## config.mk

```make
export PLATFORM = sky130hd
export DESIGN_NAME = winograd_matrix_multiply
export DESIGN_NICKNAME = d
export VERILOG_FILES = /design/src/rtl/wmm_pkg.sv /design/src/rtl/wmm_mac.sv /design/src/rtl/winograd_matrix_multiply.sv
export SDC_FILE = /design/constraint.sdc
export NUM_CORES = 2
export LEC_CHECK = 0
export BUFFER_PORTS_ARGS = -buffer_cell sky130_fd_sc_hd__buf_2
export CAP_MARGIN = 0
export CORE_ASPECT_RATIO = 1.1
export CORE_MARGIN = 5
export CORE_UTILIZATION = 31
export CTS_BUF_LIST = sky130_fd_sc_hd__clkbuf_4
export CTS_CLUSTER_DIAMETER = 120
export CTS_CLUSTER_SIZE = 20
export DETAILED_ROUTE_END_ITERATION = 8
export PLACE_DENSITY = 0.44
export SYNTH_ARGS = -nofsm -noshare
export SYNTH_HDL_FRONTEND = slang
export SYNTH_SLANG_ARGS = --single-unit
```

## constraint.sdc

```tcl
create_clock -name clk -period 11.7 [get_ports clk]
set_clock_uncertainty 0.15 [all_clocks]
set_input_delay 2.34 -clock clk [delete_from_list [all_inputs] [get_ports clk]]
set_output_delay 2.34 -clock clk [all_outputs]
set_load 0.03 [all_outputs]
```

## src/rtl/wmm_pkg.sv

```systemverilog
// shared types, sizes and codes for the winograd matrix multiplier
// no dependencies; imported by wmm_mac and winograd_matrix_multiply
`timescale 1ns / 1ps

package wmm_pkg;

  localparam int MAX_DIM    = 8;
  localparam int ELEM_WIDTH = 16;
  localparam int IDX_W      = $clog2(MAX_DIM);
  localparam int DIM_W      = 4;
  localparam int ADDR_W     = 2 * IDX_W;
  localparam int DEPTH      = MAX_DIM * MAX_DIM;
  localparam int OPND_W     = ELEM_WIDTH + 1;
  localparam int PROD_W     = 2 * OPND_W;
  localparam int FACT_W     = 34;
  localparam int ACC_W      = 40;

  typedef enum logic [1:0] {
    OP_WR_A    = 2'd0,
    OP_WR_B    = 2'd1,
    OP_COMPUTE = 2'd2,
    OP_NONE    = 2'd3
  } op_t;

  typedef enum logic [1:0] {
    CFG_ROWS_A    = 2'd0,
    CFG_INNER_DIM = 2'd1,
    CFG_COLS_B    = 2'd2
  } cfg_idx_t;

  typedef enum logic [1:0] {
    KIND_RF  = 2'd0,
    KIND_CF  = 2'd1,
    KIND_ENT = 2'd2,
    KIND_ODD = 2'd3
  } kind_t;

  typedef struct packed {
    op_t                op;
    logic [2:0]         row;
    logic [2:0]         col;
    logic signed [15:0] value;
  } in_t;

  typedef struct packed {
    logic [2:0]         out_row;
    logic [2:0]         out_col;
    logic signed [39:0] product;
    logic               last;
  } out_t;

  // control that travels with each term through the pipeline
  typedef struct packed {
    kind_t            kind;
    logic [IDX_W-1:0] row;
    logic [IDX_W-1:0] col;
    logic             first;
    logic             last;
    logic             sub_f;
    logic             fin;
  } tag_t;

  typedef struct packed {
    logic             valid;
    logic [IDX_W-1:0] row;
    logic [IDX_W-1:0] col;
    logic             fin;
    logic [ACC_W-1:0] sum;
  } res_t;

  function automatic logic [DIM_W-1:0] clamp_dim(input logic [DIM_W-1:0] d);
    logic [DIM_W-1:0] r;
    if (d == '0) begin
      r = DIM_W'(1);
    end else if (d > DIM_W'(MAX_DIM)) begin
      r = DIM_W'(MAX_DIM);
    end else begin
      r = d;
    end
    return r;
  endfunction

endpackage

```

## src/rtl/wmm_mac.sv

```systemverilog
// shared multiply-accumulate unit: operand forming, one multiplier, accumulator
// holds the row and column factor registers; depends on wmm_pkg
`timescale 1ns / 1ps

module wmm_mac (
  input  logic                              clk,
  input  logic                              rst_n,
  input  logic                              adv,
  input  logic                              s1_v,
  input  wmm_pkg::tag_t                     s1_tag,
  input  logic [wmm_pkg::ELEM_WIDTH-1:0]    rd_a0,
  input  logic [wmm_pkg::ELEM_WIDTH-1:0]    rd_a1,
  input  logic [wmm_pkg::ELEM_WIDTH-1:0]    rd_b0,
  input  logic [wmm_pkg::ELEM_WIDTH-1:0]    rd_b1,
  output logic                              busy,
  output wmm_pkg::res_t                     res
);
  import wmm_pkg::*;

  logic signed [OPND_W-1:0] a0x, a1x, b0x, b1x;
  logic signed [OPND_W-1:0] opx, opy;
  logic signed [OPND_W-1:0] opx_r, opy_r;
  logic signed [PROD_W-1:0] prod_r;
  logic                     s2_v_r, s3_v_r;
  tag_t                     s2_tag_r, s3_tag_r;
  logic [ACC_W-1:0]         acc_r;
  logic [ACC_W-1:0]         acc_in, acc_nxt, base, prod_x, rf_x, cf_x;
  logic [FACT_W-1:0]        rf_r [MAX_DIM];
  logic [FACT_W-1:0]        cf_r [MAX_DIM];
  logic [FACT_W-1:0]        rf_sel, cf_sel;

  assign a0x = $signed({rd_a0[ELEM_WIDTH-1], rd_a0});
  assign a1x = $signed({rd_a1[ELEM_WIDTH-1], rd_a1});
  assign b0x = $signed({rd_b0[ELEM_WIDTH-1], rd_b0});
  assign b1x = $signed({rd_b1[ELEM_WIDTH-1], rd_b1});

  // operand pair for this term
  always_comb begin
    case (s1_tag.kind)
      KIND_RF: begin
        opx = a0x;
        opy = a1x;
      end
      KIND_CF: begin
        opx = b0x;
        opy = b1x;
      end
      KIND_ENT: begin
        opx = a1x + b0x;
        opy = a0x + b1x;
      end
      KIND_ODD: begin
        opx = a0x;
        opy = b0x;
      end
      default: begin
        opx = a0x;
        opy = a1x;
      end
    endcase
  end

  always_ff @(posedge clk) begin
    if (!rst_n) begin
      s2_v_r <= 1'b0;
      s3_v_r <= 1'b0;
    end else if (adv) begin
      s2_v_r <= s1_v;
      s3_v_r <= s2_v_r;
    end
  end

  always_ff @(posedge clk) begin
    if (adv) begin
      s2_tag_r <= s1_tag;
      opx_r    <= opx;
      opy_r    <= opy;
      s3_tag_r <= s2_tag_r;
      prod_r   <= opx_r * opy_r;
    end
  end

  // accumulate, from minus both factors on a result entry (zero if inner dim < 2)
  assign rf_sel = rf_r[s3_tag_r.row];
  assign cf_sel = cf_r[s3_tag_r.col];
  assign rf_x   = {{(ACC_W-FACT_W){rf_sel[FACT_W-1]}}, rf_sel};
  assign cf_x   = {{(ACC_W-FACT_W){cf_sel[FACT_W-1]}}, cf_sel};
  assign prod_x = {{(ACC_W-PROD_W){prod_r[PROD_W-1]}}, prod_r};
  assign base   = s3_tag_r.sub_f ? ('0 - rf_x - cf_x) : '0;
  assign acc_in = s3_tag_r.first ? base : acc_r;
  assign acc_nxt = acc_in + prod_x;

  always_ff @(posedge clk) begin
    if (adv && s3_v_r) begin
      acc_r <= acc_nxt;
      if (s3_tag_r.last && s3_tag_r.kind == KIND_RF) begin
        rf_r[s3_tag_r.row] <= acc_nxt[FACT_W-1:0];
      end
      if (s3_tag_r.last && s3_tag_r.kind == KIND_CF) begin
        cf_r[s3_tag_r.col] <= acc_nxt[FACT_W-1:0];
      end
    end
  end

  assign busy      = s2_v_r || s3_v_r;
  assign res.valid = s3_v_r && s3_tag_r.last &&
                     (s3_tag_r.kind == KIND_ENT || s3_tag_r.kind == KIND_ODD);
  assign res.row   = s3_tag_r.row;
  assign res.col   = s3_tag_r.col;
  assign res.fin   = s3_tag_r.fin;
  assign res.sum   = acc_nxt;

endmodule

```

## src/rtl/winograd_matrix_multiply.sv

```systemverilog
// winograd inner-product matrix multiplier, top level
// sequencer, element memories and result register; depends on wmm_pkg, wmm_mac
// usage:
//   in channel: one request per item. op write-a / write-b stores one element
//   at (row, col). op compute runs the whole product.
//   out channel: one request per entry of the result, row-major, last set on
//   the final entry. cfg channel: rows_a, inner_dim, cols_b, always ready;
//   a dimension of 0 acts as 1, above 8 acts as 8.
//   every term of a compute request goes through the one shared 17x17
//   multiplier, one term per cycle while the out channel does not stall,
//   behind a read / multiply / accumulate pipeline.
//   in_ready is high only while no compute is in flight.
//   a stalled out channel freezes the whole pipeline; nothing is dropped,
//   and one finished entry waits in the output register.
//   reset sets the dimensions to 8 and empties the pipeline; element
//   memories and factors hold nothing until written.
`timescale 1ns / 1ps

module winograd_matrix_multiply (
  input  logic          clk,
  input  logic          rst_n,
  input  logic          in_valid,
  output logic          in_ready,
  input  wmm_pkg::in_t  in_data,
  output logic          out_valid,
  input  logic          out_ready,
  output wmm_pkg::out_t out_data,
  input  logic          cfg_valid,
  output logic          cfg_ready,
  input  logic [1:0]    cfg_index,
  input  logic [3:0]    cfg_data
);
  import wmm_pkg::*;

  typedef enum logic [4:0] {
    ST_IDLE  = 5'b00001,
    ST_RF    = 5'b00010,
    ST_CF    = 5'b00100,
    ST_ENT   = 5'b01000,
    ST_DRAIN = 5'b10000
  } state_t;

  state_t               state_r, state_nxt;
  logic [DIM_W-1:0]     rows_a_r, inner_dim_r, cols_b_r;
  logic [DIM_W-1:0]     nr, nn, nc, half, nterm;
  logic [IDX_W-1:0]     i_r, j_r, k_r, i_nxt, j_nxt, k_nxt;
  logic [IDX_W-1:0]     two_k, two_k1;
  logic [ADDR_W-1:0]    addr_a0, addr_a1, addr_b0, addr_b1, wr_addr;
  logic                 adv, issue, grp_end, i_end, j_end;
  logic                 in_acc, wr_a, wr_b;
  kind_t                cur_kind;
  tag_t                 cur_tag, s1_tag_r;
  logic                 s1_v_r;
  logic [ELEM_WIDTH-1:0] mem_a [DEPTH];
  logic [ELEM_WIDTH-1:0] mem_b [DEPTH];
  logic [ELEM_WIDTH-1:0] rd_a0_r, rd_a1_r, rd_b0_r, rd_b1_r;
  logic                 mac_busy;
  res_t                 res;
  logic                 out_v_r;
  out_t                 out_r;

  // configuration
  assign cfg_ready = 1'b1;

  always_ff @(posedge clk) begin
    if (!rst_n) begin
      rows_a_r    <= DIM_W'(8);
      inner_dim_r <= DIM_W'(8);
      cols_b_r    <= DIM_W'(8);
    end else if (cfg_valid) begin
      unique case (cfg_index)
        CFG_ROWS_A:    rows_a_r    <= cfg_data;
        CFG_INNER_DIM: inner_dim_r <= cfg_data;
        CFG_COLS_B:    cols_b_r    <= cfg_data;
        default: ;
      endcase
    end
  end

  assign nr    = clamp_dim(rows_a_r);
  assign nn    = clamp_dim(inner_dim_r);
  assign nc    = clamp_dim(cols_b_r);
  assign half  = nn >> 1;
  assign nterm = half + {{(DIM_W-1){1'b0}}, nn[0]};

  // sequencer
  assign adv      = !out_v_r || out_ready;
  assign issue    = (state_r == ST_RF) || (state_r == ST_CF) || (state_r == ST_ENT);
  assign in_ready = (state_r == ST_IDLE);
  assign in_acc   = in_valid && in_ready;
  assign i_end    = DIM_W'(i_r) == nr - DIM_W'(1);
  assign j_end    = DIM_W'(j_r) == nc - DIM_W'(1);
  assign grp_end  = (state_r == ST_ENT) ? (DIM_W'(k_r) == nterm - DIM_W'(1))
                                        : (DIM_W'(k_r) == half - DIM_W'(1));

  always_comb begin
    if (state_r == ST_RF) begin
      cur_kind = KIND_RF;
    end else if (state_r == ST_CF) begin
      cur_kind = KIND_CF;
    end else if (DIM_W'(k_r) == half) begin
      cur_kind = KIND_ODD;
    end else begin
      cur_kind = KIND_ENT;
    end
  end

  assign cur_tag.kind  = cur_kind;
  assign cur_tag.row   = i_r;
  assign cur_tag.col   = j_r;
  assign cur_tag.first = (k_r == '0);
  assign cur_tag.last  = grp_end;
  assign cur_tag.sub_f = (state_r == ST_ENT) && (half != '0);
  assign cur_tag.fin   = i_end && j_end;

  always_comb begin
    state_nxt = state_r;
    i_nxt     = i_r;
    j_nxt     = j_r;
    k_nxt     = k_r;
    unique case (state_r)
      ST_IDLE: begin
        if (in_valid && in_data.op == OP_COMPUTE) begin
          i_nxt     = '0;
          j_nxt     = '0;
          k_nxt     = '0;
          state_nxt = (half != '0) ? ST_RF : ST_ENT;
        end
      end
      ST_RF: begin
        if (adv) begin
          if (grp_end) begin
            k_nxt = '0;
            if (i_end) begin
              i_nxt     = '0;
              state_nxt = ST_CF;
            end else begin
              i_nxt = i_r + IDX_W'(1);
            end
          end else begin
            k_nxt = k_r + IDX_W'(1);
          end
        end
      end
      ST_CF: begin
        if (adv) begin
          if (grp_end) begin
            k_nxt = '0;
            if (j_end) begin
              j_nxt     = '0;
              state_nxt = ST_ENT;
            end else begin
              j_nxt = j_r + IDX_W'(1);
            end
          end else begin
            k_nxt = k_r + IDX_W'(1);
          end
        end
      end
      ST_ENT: begin
        if (adv) begin
          if (grp_end) begin
            k_nxt = '0;
            if (j_end) begin
              j_nxt = '0;
              if (i_end) begin
                i_nxt     = '0;
                state_nxt = ST_DRAIN;
              end else begin
                i_nxt = i_r + IDX_W'(1);
              end
            end else begin
              j_nxt = j_r + IDX_W'(1);
            end
          end else begin
            k_nxt = k_r + IDX_W'(1);
          end
        end
      end
      ST_DRAIN: begin
        if (!s1_v_r && !mac_busy) begin
          state_nxt = ST_IDLE;
        end
      end
      default: state_nxt = ST_IDLE;
    endcase
  end

  always_ff @(posedge clk) begin
    if (!rst_n) begin
      state_r <= ST_IDLE;
      i_r     <= '0;
      j_r     <= '0;
      k_r     <= '0;
    end else begin
      state_r <= state_nxt;
      i_r     <= i_nxt;
      j_r     <= j_nxt;
      k_r     <= k_nxt;
    end
  end

  // element memories, two registered read ports each
  assign two_k   = {k_r[IDX_W-2:0], 1'b0};
  assign two_k1  = {k_r[IDX_W-2:0], 1'b1};
  assign addr_a0 = {i_r, two_k};
  assign addr_a1 = {i_r, two_k1};
  assign addr_b0 = {two_k, j_r};
  assign addr_b1 = {two_k1, j_r};
  assign wr_addr = {in_data.row, in_data.col};
  assign wr_a    = in_acc && (in_data.op == OP_WR_A);
  assign wr_b    = in_acc && (in_data.op == OP_WR_B);

  always_ff @(posedge clk) begin
    if (wr_a) begin
      mem_a[wr_addr] <= in_data.value[ELEM_WIDTH-1:0];
    end
    if (adv) begin
      rd_a0_r <= mem_a[addr_a0];
      rd_a1_r <= mem_a[addr_a1];
    end
  end

  always_ff @(posedge clk) begin
    if (wr_b) begin
      mem_b[wr_addr] <= in_data.value[ELEM_WIDTH-1:0];
    end
    if (adv) begin
      rd_b0_r <= mem_b[addr_b0];
      rd_b1_r <= mem_b[addr_b1];
    end
  end

  always_ff @(posedge clk) begin
    if (!rst_n) begin
      s1_v_r <= 1'b0;
    end else if (adv) begin
      s1_v_r <= issue;
    end
  end

  always_ff @(posedge clk) begin
    if (adv) begin
      s1_tag_r <= cur_tag;
    end
  end

  wmm_mac u_mac (
    .clk    (clk),
    .rst_n  (rst_n),
    .adv    (adv),
    .s1_v   (s1_v_r),
    .s1_tag (s1_tag_r),
    .rd_a0  (rd_a0_r),
    .rd_a1  (rd_a1_r),
    .rd_b0  (rd_b0_r),
    .rd_b1  (rd_b1_r),
    .busy   (mac_busy),
    .res    (res)
  );

  // result register
  always_ff @(posedge clk) begin
    if (!rst_n) begin
      out_v_r <= 1'b0;
    end else if (adv && res.valid) begin
      out_v_r <= 1'b1;
    end else if (out_ready) begin
      out_v_r <= 1'b0;
    end
  end

  always_ff @(posedge clk) begin
    if (adv && res.valid) begin
      out_r.out_row <= 3'(res.row);
      out_r.out_col <= 3'(res.col);
      out_r.product <= $signed(res.sum);
      out_r.last    <= res.fin;
    end
  end

  assign out_valid = out_v_r;
  assign out_data  = out_r;

  // checks
  a_idle_empty: assert property (@(posedge clk) disable iff (!rst_n)
    in_ready |-> !s1_v_r && !mac_busy)
    else $error("pipeline busy while accepting requests");

  a_stall_hold: assert property (@(posedge clk) disable iff (!rst_n)
    (out_valid && !out_ready && issue) |=>
      $stable(i_r) && $stable(j_r) && $stable(k_r) && $stable(state_r))
    else $error("term sequencer moved during output stall");

  a_res_phase: assert property (@(posedge clk) disable iff (!rst_n)
    res.valid |-> (state_r == ST_ENT || state_r == ST_DRAIN))
    else $error("result entry outside the product phase");

endmodule

```

Word level (Yosys, flattened, before mapping):

Memories as Yosys holds them, arrays and structs flattened. A register that Yosys moved wholly into a read port is not among the register bits.
Cells that the tools add are included.
Widths: inputs -> output; s select.

* add/sub/neg operators: 13
* reduce and logical (&&, ||, !) cells: 45
* muxes and demuxes: 56
* $lt $le $gt $ge: 3
* equal/unequal tests: 35
* $mul: 1

Operator list (count)
* $mux 40: 2
* $pmux 17 s4: 1
* $mux 5: 12
* $pmux 17 s3: 1
* $mux 3: 14
* $add 40x40->40: 1
* $sub 40x40->40: 1
* $sub 1x34->35 const A: 1
* $add 16x16->17: 2
* $mul 17x17->34: 1
* $mux 4: 7
* $pmux 5 s5: 1
* $ne 2x2->1 const B: 11
* $eq 3x4->1: 4
* $mux 1: 15
* $logic_and 1x1->1: 13
* $eq 2x2->1 const B: 6
* $gt 4x4->1 const B: 3
* $logic_not 4->1: 3
* $pmux 3 s2: 2
* $reduce_and 12->1: 1
* $sub 4x1->4 const B: 3
* $add 3x1->3 const B: 3
* $pmux 3 s3: 1
* 23 further kinds: 44

* output and inout bits: 50
* bits in writable memories: 2592
* word-level logic and storage cells: 198
* register bits: 221
* memories: 4
* input port bits: 35

Memories
* mem_a: depth 64, width 16, rd ports 2, clocked after Yosys merged registers in 2, write ports 1, RTL line winograd_matrix_multiply.sv:54 `logic [ELEM_WIDTH-1:0] mem_a [DEPTH];`
* mem_b: depth 64, width 16, rd ports 2, clocked after Yosys merged registers in 2, write ports 1, RTL line winograd_matrix_multiply.sv:55 `logic [ELEM_WIDTH-1:0] mem_b [DEPTH];`
* u_mac.cf_r: depth 8, width 34, rd ports 1, clocked after Yosys merged registers in 1, write ports 1, RTL line wmm_mac.sv:29 `logic [FACT_W-1:0] cf_r [MAX_DIM];`
* u_mac.rf_r: depth 8, width 34, rd ports 1, clocked after Yosys merged registers in 1, write ports 1, RTL line wmm_mac.sv:28 `logic [FACT_W-1:0] rf_r [MAX_DIM];`

Logic depth before layout (Yosys ltp):

* depth in word-level cells: 10
* mapped depth: 34
* gate-level depth less buffers: 29

Cells and area by module:

Synthesis repeated with hierarchy kept, for this count alone.

* cells, all modules: 6571
* area total of the unflattened synthesis: 125815.7 um^2

Modules (own cells, without submodules)
* winograd_matrix_multiply: sequential area each 65753.1 um^2, cells each 3501, times used 1, area an instance 83744.1 um^2
* wmm_mac: sequential area each 20459.6 um^2, cells each 3070, times used 1, area an instance 42071.6 um^2

Least setup slack after synthesis:

Ideal clock, no wire load.

* path kind: input -> register
* start: input out_ready
* end: register k_r[0]
* slack: 2.466 ns
* stages on the path: 6
* data arrival time: 8.954 ns
* required time: 11.420 ns
* path buffers: 1
* path through: and2b_2 -> inv_1 -> buf_1 -> o211ai_1 -> o21ai_0 -> nor2_1

* longest elaborated chain between the ends: 3

RTL lines
* start: declaration: RTL line winograd_matrix_multiply.sv:26 `input logic out_ready,`
* $logic_or 1x1->1: RTL line winograd_matrix_multiply.sv:87 `assign adv = !out_v_r || out_ready;`
* via adv: RTL line winograd_matrix_multiply.sv:49 `logic adv, issue, grp_end, i_end, j_end;`
* $ne 2x1->1 (no line)
* $reduce_and 3->1 (no line)
* end signal: assignment: RTL line winograd_matrix_multiply.sv:199 `k_r <= k_nxt;`
* end: declaration: RTL line winograd_matrix_multiply.sv:46 `logic [IDX_W-1:0] i_r, j_r, k_r, i_nxt, j_nxt, k_nxt;`

The timed path passes the listed nets, and every way through them passes these cells.
A chain may end at the register's enable or synchronous reset.

==> results.md <==
- Largest delay contributor family on the critical path: compound AO/OA/AOI/OAI gates
- Area added between synthesis and finish: 7.828%
- Crit-path slowest cell: sky130_fd_sc_hd__dfxtp_4
- Most frequent CP cell: sky130_fd_sc_hd__nor2_1
- Number of synthesis warnings: 0
- Buffers on Ports: 83
- Overall die area: 417,900 sq um
- TritonCTS clock tree: yes
- Post-Route Setup TNS: 0 ns
- Cell accounting for the most synthesized area: sky130_fd_sc_hd__edfxtp_1
- CTS H-tree lvls: 4
- DRC viols: 0
- Final GP Congestion: roughly 0.82
- Cell area after layout: about 140,000 sq um
- Average via count per standard cell: 4.992
- Outcome: completed
- Post-detailed-route wirelength per cell: 28.09 um
- Number of global-route vias before repair: 64,270
- TritonCTS Buffers: roughly 170
- Max_slew headroom: a little over an eighth
- Met1 layer wirelength in the final routing: about 150 mm
- Hold WC Path Type: reg -> reg
- Starting utilization of the core area: 31.06%
- HPWL after DPL: roughly 210 mm
- Leading cell type by number of instances after synthesis: sky130_fd_sc_hd__edfxtp_1
- Min Tclk post-route: 9.357 ns
- Fraction of synthesis flops using an asynchronous set or reset pin: 0%
- Number of max-cap violations: 0
- Final nets: ~7,300
- Most used flip-flop cell after synthesis: sky130_fd_sc_hd__edfxtp_1
- Sinks on Clock Net: 2,883
- Unrepaired setup endpoints after global routing: false
- Final-report max-slew violation count: 0
- Final setup violating endpoints: 0
- Crit start category: flip-flop
- Wire length of the first global-routing pass: approximately 490 mm
- Overall global routing resource usage: about 16%
- Number of antenna violations at the first check in global routing: 35
- Distinct cells, synth: 90
- Number of gates resized after cts: 0
- Clock latency reported for the late side of the worst-skew pair: ~1.4 ns
- Top cell types by occurrence after synthesis: 2,847 x sky130_fd_sc_hd__edfxtp_1, 776 x sky130_fd_sc_hd__mux4_2, 390 x sky130_fd_sc_hd__inv_1
- Highest Clock Rate: between 100 and 150 MHz
- Register clock-pin slew on the reported worst setup and hold paths: 0.21 ns
- Root buffer cell: sky130_fd_sc_hd__clkbuf_4
- Routed length on met3: 11.90 mm
- Max Root-Sink Buffers: 4
- Largest net degree at the start of global routing: 127
- Worst Min Path Start: s1_tag_r[3]
- Antenna-violating nets left: 0
- Number of buffer and inverter instances along the worst setup path: 1
- Total number of vias: 60,610
- CTS hold repair buffers: 0
- Row cnt: between 200 and 250
- Post-synthesis instance area: roughly 130,000 sq um
- Core Footprint: roughly 400,000 sq um
- Data required time at the worst endpoint: 12.63 ns
- Count of final hold-check violations: 0
- Final period util: between 70% and 80%
- Final global-route overflow total: 0
- Critical Setup Path Class: reg -> reg
- Count of buffers added by post-CTS timing repair for setup: 0
- Number of flops mapped to enable cells by yosys: between 2,000 and 3,000
- Syn nets: slightly above 7,000
- Actual slew at the worst max-slew pin: 1.290 ns
- I/O pin count: 85
- Top Metal Used: met5
- Worst setup EP type: flip-flop
- Die width: 616.8 um
- Maximum fanout along the worst path: 49
- Count of TritonRoute iterations in the first routing pass: 7
- Final-layout worst hold slack: roughly 0.26 ns
- Cell Area, Placed: between 100,000 and 150,000 sq um
- Detailed router's first-iteration violation count: 5,109
- Final Routed Wirelength: about 340 mm
- Die extent in y: around 680 um
- Critical path's largest stage delay: roughly 1.0 ns
- Number of storage elements in the synthesis netlist: roughly 2,900
- Leading post-synthesis cells by cell area: sky130_fd_sc_hd__edfxtp_1 68%, sky130_fd_sc_hd__mux4_2 14%, sky130_fd_sc_hd__fa_1 4.8%, sky130_fd_sc_hd__ha_1 2.1%, sky130_fd_sc_hd__inv_1 1.2%
- Data arrival time at the worst-slack endpoint: 10.29 ns
- Post-Syn Area per Cell: between 15 and 20 sq um
- Proportion of layout cells with a drive suffix above 1: roughly a fifth
- Share of the synthesized area in the top cell type: about 68%
- Sequential area share after synthesis: 68.66%
- Number of filler cells placed in the layout: around 38,000
- Gate Count Post-Synth: between 6,000 and 7,000
- Routed length on met2: around 180 mm
[worst paths after layout]
check,endpoint,slack [ns],cells past startpoint
worst max register to register,u_mac.cf_r[7][33],2.34,26
worst max-delay path,u_mac.cf_r[7][33],2.34,26
worst min register to register,u_mac.s2_tag_r[3],0.26,0
worst min-delay path,u_mac.s2_tag_r[3],0.26,0
[layer usage]
metal / vias to the layer above / track usage, %
li1: 26060 / -
met1: 33180 / 21.28
met2: 1018 / 28.60
met3: 326 / 1.900
met4: 28 / 2.945
met5: - / 0
[metrics by stage]
step                util, %  std cells  setup slack, ns
floorplan                 -       6587            2.466
global placement      33.04      11900            2.292
detailed placement    33.04      11900            2.171
CTS                   33.47      12120            2.163
global route          33.48      12130            1.505
finish                33.49      12140            2.343
[layout make-up]
class	count	area (sq um)	share of cell area, %
clock buffer	199	1494	1.103
antenna	22	55.05	0.04066
timing repair buffer	304	2190	1.617
multi-input combinational	3014	37030	27.35
sequential	2883	86260	63.71
inverter	392	1479	1.092
tap	5310	6644	4.907
clock inverter	17	247.7	0.1830
[layout by cell type (no fill, tap or decap), drive strengths merged, types with 16 or more instances in the layout]
cell / netlist / layout
nor2: 228 / 228
nand3: 36 / 36
nand2b: 39 / 39
dfxtp: 36 / 36
and3: 18 / 18
nor3: 29 / 29
a21o: 49 / 49
diode: 0 / 22
a21oi: 135 / 135
nor2b: 33 / 33
xnor2: 119 / 119
clkbuf: 214 / 199
o211ai: 16 / 16
o21ai: 67 / 67
mux2i: 90 / 90
inv: 391 / 395
o21bai: 19 / 19
o21a: 22 / 22
nand3b: 19 / 19
fa: 300 / 300
nand2: 363 / 363
mux4: 776 / 776
edfxtp: 2847 / 2847
a211oi: 16 / 16
mux2: 34 / 34
and2: 130 / 130
ha: 211 / 211
buf: 84 / 304
a22o: 28 / 28
xor2: 51 / 51
[worst register-to-register path, cell delays in order (launching register included)]
cell	delay, ns
sky130_fd_sc_hd__dfxtp_4	1.04
sky130_fd_sc_hd__buf_4	0.59
sky130_fd_sc_hd__mux4_2	0.61
sky130_fd_sc_hd__mux2i_1	0.24
sky130_fd_sc_hd__ha_1	0.30
sky130_fd_sc_hd__nand2_1	0.08
sky130_fd_sc_hd__nor2_1	0.13
sky130_fd_sc_hd__xor2_1	0.09
sky130_fd_sc_hd__ha_1	0.32
sky130_fd_sc_hd__o21a_1	0.15
sky130_fd_sc_hd__o21ai_0	0.16
sky130_fd_sc_hd__a21oi_1	0.30
sky130_fd_sc_hd__o2111ai_1	0.25
sky130_fd_sc_hd__o31ai_1	0.83
sky130_fd_sc_hd__a311oi_1	0.25
sky130_fd_sc_hd__nor2_1	0.35
sky130_fd_sc_hd__a21o_1	0.22
sky130_fd_sc_hd__nor2_1	0.06
sky130_fd_sc_hd__a22o_1	0.21
sky130_fd_sc_hd__ha_1	0.39
sky130_fd_sc_hd__nand3_1	0.16
sky130_fd_sc_hd__or3_1	0.33
sky130_fd_sc_hd__o21a_1	0.22
sky130_fd_sc_hd__a21oi_1	0.40
sky130_fd_sc_hd__o21a_1	0.18
sky130_fd_sc_hd__nor2_1	0.05
sky130_fd_sc_hd__xnor2_1	0.97
[logic make-up after synthesis]
family | share of synthesized area [%]
DFF | 68.66
and+or+nand+nor | 3.672
muxes | 14.94
buffers and inverters | 2.135
adders and majority gates | 6.885
AOI/OAI and AO/OA | 2.523
xor gates and xnor gates | 1.186
other | 0.002986
[registers in the layout, summed over array words and instances (netlist names), 16 cells and up, named ones only]
| register | flops |
|---|---|
| mem_a | 1024 |
| mem_b | 1024 |
| u_mac.cf_r | 272 |
| u_mac.rf_r | 272 |
| out_data | 47 |
| u_mac.acc_r | 40 |
| u_mac.prod_r | 34 |
| u_mac.opx_r | 17 |
| u_mac.opy_r | 17 |
| rd_a0_r | 16 |
| rd_a1_r | 16 |
| rd_b0_r | 16 |
| rd_b1_r | 16 |
Power is left out: the tool's default activity adds up to more than one toggle a clock period on the data nets, which glitch-free logic cannot reach.
